===== src/sv/arabic_contextual_shaper_top_macros.svh =====
// Assertion shorthands shared by the shaper RTL.
`ifndef ARABIC_CONTEXTUAL_SHAPER_TOP_MACROS_SVH
`define ARABIC_CONTEXTUAL_SHAPER_TOP_MACROS_SVH

// Same-cycle implication, held off while reset is asserted.
`define ACS_ASSERT_IMP(lbl, clk, rst_n, ante, cons, msg) \
    lbl: assert property (@(posedge clk) disable iff (!rst_n) (ante) |-> (cons)) \
        else $error(msg);

// Next-cycle implication, held off while reset is asserted.
`define ACS_ASSERT_NXT(lbl, clk, rst_n, ante, cons, msg) \
    lbl: assert property (@(posedge clk) disable iff (!rst_n) (ante) |=> (cons)) \
        else $error(msg);

`endif


===== src/sv/acs_ram.sv =====
`timescale 1ns / 1ps

module acs_ram #(
    parameter  int WIDTH = 16,
    parameter  int DEPTH = 8,
    localparam int AW    = (DEPTH > 1) ? $clog2(DEPTH) : 1
) (
    input  logic             i_clk,
    input  logic             i_wr_en,
    input  logic [AW-1:0]    i_wr_addr,
    input  logic [WIDTH-1:0] i_wr_data,
    input  logic [AW-1:0]    i_rd_addr,
    output logic [WIDTH-1:0] o_rd_data
);

    logic [WIDTH-1:0] r_mem [DEPTH];
    logic [WIDTH-1:0] r_rd_data;

    always_ff @(posedge i_clk) begin
        if (i_wr_en) begin
            r_mem[i_wr_addr] <= i_wr_data;
        end
        r_rd_data <= r_mem[i_rd_addr];
    end

    assign o_rd_data = r_rd_data;

endmodule


===== config.mk =====
export PLATFORM = sky130hd
export DESIGN_NAME = acs_ram
export DESIGN_NICKNAME = d
export VERILOG_FILES = /design/src/sv/arabic_contextual_shaper_top_macros.svh /design/src/sv/acs_ram.sv
export SDC_FILE = /design/constraint.sdc
export NUM_CORES = 1
export LEC_CHECK = 0
export BUFFER_PORTS_ARGS = -buffer_cell sky130_fd_sc_hd__buf_2
export CORE_UTILIZATION = 35
export CTS_CLUSTER_DIAMETER = 30
export DETAILED_ROUTE_END_ITERATION = 16
export PLACE_DENSITY = 0.49
export SETUP_SLACK_MARGIN = 0.2
export SYNTH_ARGS = -nofsm -noshare
export SYNTH_HDL_FRONTEND = slang
export SYNTH_SLANG_ARGS = --single-unit

===== constraint.sdc =====
create_clock -name i_clk -period 3 [get_ports i_clk]
set_clock_uncertainty 0.15 [all_clocks]
set_input_delay 0.6 -clock i_clk [delete_from_list [all_inputs] [get_ports i_clk]]
set_output_delay 0.6 -clock i_clk [all_outputs]
set_load 0.02 [all_outputs]

[After elaboration in Yosys (flattened, before gate mapping)]
Memories as Yosys holds them, arrays and structs flattened. A register that Yosys moved wholly into a read port is not among the register bits.
Index checks and enable logic that the tools add are counted.
Word-level totals
  input bits: 24
  bits in writable memories: 128
  register bits: 0
  memories: 1
  word-level logic and storage cells: 3
  output and inout port bits: 16
Operators by class
  multiplexer cells: 2
Memory list
  r_mem: depth 8, bits a word 16, read ports 1, clocked after Yosys merged registers in 1, write ports 1, RTL line acs_ram.sv:16  | logic [WIDTH-1:0] r_mem [DEPTH];
Operator list (number)
  $mux 1: 2

[Logic depth before layout (Yosys ltp)]
  depth after elaboration: 2
  depth in mapped cells: 4
  depth with buffers taken out: 2

[Worst setup path before layout]
OpenSTA, ideal clock, no wires.
  kind: input to register
  start point: input i_wr_addr[2]
  end point: memory r_mem[0][0], enable pin
  setup time: 0.409 ns
  required time: 2.441 ns
  stages: 2
  path slack: 0.527 ns
  data arrival time: 1.913 ns
  cell sequence: nand2b_1 > nor3_1
RTL lines
  from (decl): RTL line acs_ram.sv:10  | input logic [AW-1:0] i_wr_addr,
  to (decl): RTL line acs_ram.sv:16
No word-level cell before the write port.

[Final worst setup path]
  start point: register r_rd_data[7], in the netlist o_rd_data[7], read port of r_mem
  end point: output o_rd_data[7]
RTL lines
  from (decl): RTL line acs_ram.sv:17  | logic [WIDTH-1:0] r_rd_data;
  to (decl): RTL line acs_ram.sv:13  | output logic [WIDTH-1:0] o_rd_data
No word-level cell between the ends.

==> flow_metrics.env <==
export IMPL_relSlewSlack_pct=67.2
export IMPL_peakVddDrop_mv=0.585
export IMPL_synth_largest_area_cell="edfxtp_1"
export IMPL_switchingPower_w=0.000885
export IMPL_tns_ps=0
export IMPL_cp_slowest_cell="dfxtp_1"
export IMPL_cts_resized=0
export IMPL_global_route_overflow_total=0
export IMPL_maxCapViolCount=0
export IMPL_dp_hpwl_um=4970
export IMPL_synth_most_common_cell="edfxtp_1"
export IMPL_dp_slack_ps=898
export IMPL_fin_ws_ps=1330
export IMPL_fp_dieH_um=125
export IMPL_p_per_area_nw_per_um2=705
export IMPL_crit_arrival_ps=920
export IMPL_insertion_delay_ps=410
export IMPL_synth_area_per_cell_um2=24.7
export IMPL_synth_edff_count=128
export IMPL_clockBufferDepth=2
export IMPL_rsz0062_at_grt="no"
export IMPL_crit_chain="buf_2"
export IMPL_syn_area_um2=5290
export IMPL_drt_iter0_markers=145
export IMPL_worstMarginPinSlew_ps=493
export IMPL_coreArea_um2=14600
export IMPL_ios=40
export IMPL_regToRegStartpoint="r_mem[3][8]"
export IMPL_drv_slew=0
export IMPL_post_route_period_util_pct=55.5
export IMPL_syn_to_final_growth_pct=19.5
export IMPL_path_delay_family="flip-flops"
export IMPL_min_path_type="in -> reg"
export IMPL_setup_violations=0
export IMPL_post_cts_buffers=0
export IMPL_violations="design-rule violations"
export IMPL_clockPowerShare_pct=43.5
export IMPL_grt_pass1_vias=2438
export IMPL_route_detailed_drc=6
export IMPL_die_w_um=125
export IMPL_syn_nets=238
export IMPL_outcome="finished with violations"
export IMPL_critPathBufInv=1
export IMPL_cp_slowest_stage_delay_ps=340
export IMPL_cp_start_kind="flip-flop"
export IMPL_clk_pin_slew_ps=60
export IMPL_async_flop_share_pct=0
export IMPL_cp_end_kind="output pin"
export IMPL_synthFlopType="edfxtp_1"
export IMPL_vias_per_cell=4.79
export IMPL_ys_ff_latch=144
export IMPL_cts_buffers=17
export IMPL_drive_above_1_share_pct=35.5
export IMPL_diodes=0
export IMPL_drt_total_wl_um=9200
export IMPL_io_buffers=39
export IMPL_worstHoldStart="i_wr_data[5]"
export IMPL_period_needed_ps=1670
export IMPL_yosys_cell_types_count=12
export IMPL_via_count=2258
export IMPL_p_leak_nw=2.21
export IMPL_cts_tree="done"
export IMPL_layout_nets=298
export IMPL_routedWlPerCell_um=19.5
export IMPL_die_area_um2=15600
export IMPL_drtPass1Iterations=10
export IMPL_grt_max_degree=33
export IMPL_final_area_um2=6320
export IMPL_hold_ws_ps=307
export IMPL_worst_ep_required_time_ps=2250
export IMPL_power_share_combinational_pct=5.3
export IMPL_synth_top_area_share_pct=72.6
export IMPL_ys_top_cells_by_area="edfxtp_1, mux4_1, dfxtp_1"
export IMPL_seqPwrFrac_pct=51.2
export IMPL_utilization_pct=43.2
export IMPL_routabilityCongestion=0.657
export IMPL_syn_instance_count=214
export IMPL_switching_share_pct=19.9
export IMPL_cts_sink_count=144
export IMPL_netlist_top_cells_count="edfxtp_1, mux4_1, dfxtp_1, mux2_2, nor2_1"
export IMPL_worstSetupPathType="reg -> out"
export IMPL_yosysSeqAreaShare_pct=78.7
export IMPL_grt_pass1_wl_um=14100
export IMPL_ctsRootBufferMaster="clkbuf_16"
export IMPL_yosys_warnings=0
export IMPL_crit_start="o_rd_data[7]"
export IMPL_grt_use_total_pct=13.0
export IMPL_p_int_w=0.00357
export IMPL_rows=44
export IMPL_initial_core_util_pct=36.2
export IMPL_placed_cell_area_um2=5770
export IMPL_ant_nets=0
export IMPL_cts_hold_buffers=0
export IMPL_antenna_found_initial=0
export IMPL_cts_htree_levels=4
export IMPL_cp_max_fo=1
export IMPL_hold_viol=0
export IMPL_max_freq_mhz=600
[per-layer routing]
layer / wire length [um] / global-route usage [%] / vias to the layer above
met5: 0 / 0 / -
met4: 110 / 4.73 / 0
met3: 390 / 4.71 / 8
met2: 4470 / 20.7 / 51
met1: 4230 / 16.3 / 1160
li1: - / - / 1039
[sequential cells by signal, summed over array words and instances, names as in the netlist]
name / count
r_mem: 128
o_rd_data: 16
[cells in the final DEF (no fill, tap or decap)]
master     instances
dfxtp_1           16
nor3_2             2
clkinv_1           2
mux2_2            16
buf_4              9
nand2_1            2
buf_12             2
mux4_2             4
mux4_1            28
edfxtp_1         128
clkinv_4           1
clkinv_2          10
clkbuf_16         17
nand2b_1           3
bufinv_16          2
nor2_1             6
buf_2             39
[final timing paths]
path / to / slack [ps] / cells past startpoint
setup / recovery: o_rd_data[7] / 1330 / 1
hold / removal: r_mem[0][5] / 310 / 1
hold reg to reg: o_rd_data[7] / 520 / 2
setup reg to reg: o_rd_data[8] / 1590 / 2
[stage by stage]
step | instances | power [W]
after floorplan | 214 | 0.00247
after global placement | 439 | 0.00256
after detailed placement | 439 | 0.00257
after CTS | 471 | 0.00451
after global routing | 471 | 0.00461
final | 471 | 0.00446
[power by group through the flow]
stage | sequential (W) | combinational, W | clock, W
2_1_floorplan | 0.00235 | 0.000114 | 0
4_1_cts | 0.00228 | 0.000243 | 0.00198
3_3_place_gp | 0.00232 | 0.000239 | 0
3_5_place_dp | 0.00233 | 0.000242 | 0
6_report | 0.00228 | 0.000235 | 0.00194
5_1_grt | 0.00229 | 0.000256 | 0.00206
[cells by family (layout without fill, tap and decap cells)]
family                 count (synthesis)  in the layout  share of synthesized area (%)
AND/OR/NAND/NOR                       13             13                           1.11
flip-flops                           144            144                           78.7
multiplexers                          48             48                           19.0
buffers and inverters                  9             82                           1.23
[worst reg2reg max path, delay by kind of cell (launching register included)]
kind / cells / cell delay [ps]
flops: 1 / 380
mux: 2 / 780
[layout make-up]
| type | instances | area [um^2] |
|---|---|---|
| Clock inverter | 15 | 126 |
| Timing Repair Buffer | 50 | 303 |
| Multi-Input combinational cell | 61 | 1070 |
| Sequential cell | 144 | 4160 |
| Clock buffer | 17 | 425 |
| Tap cell | 184 | 230 |
| Fill cell | 1270 | 8320 |
Note: power is estimated with default switching activity, not from simulation.
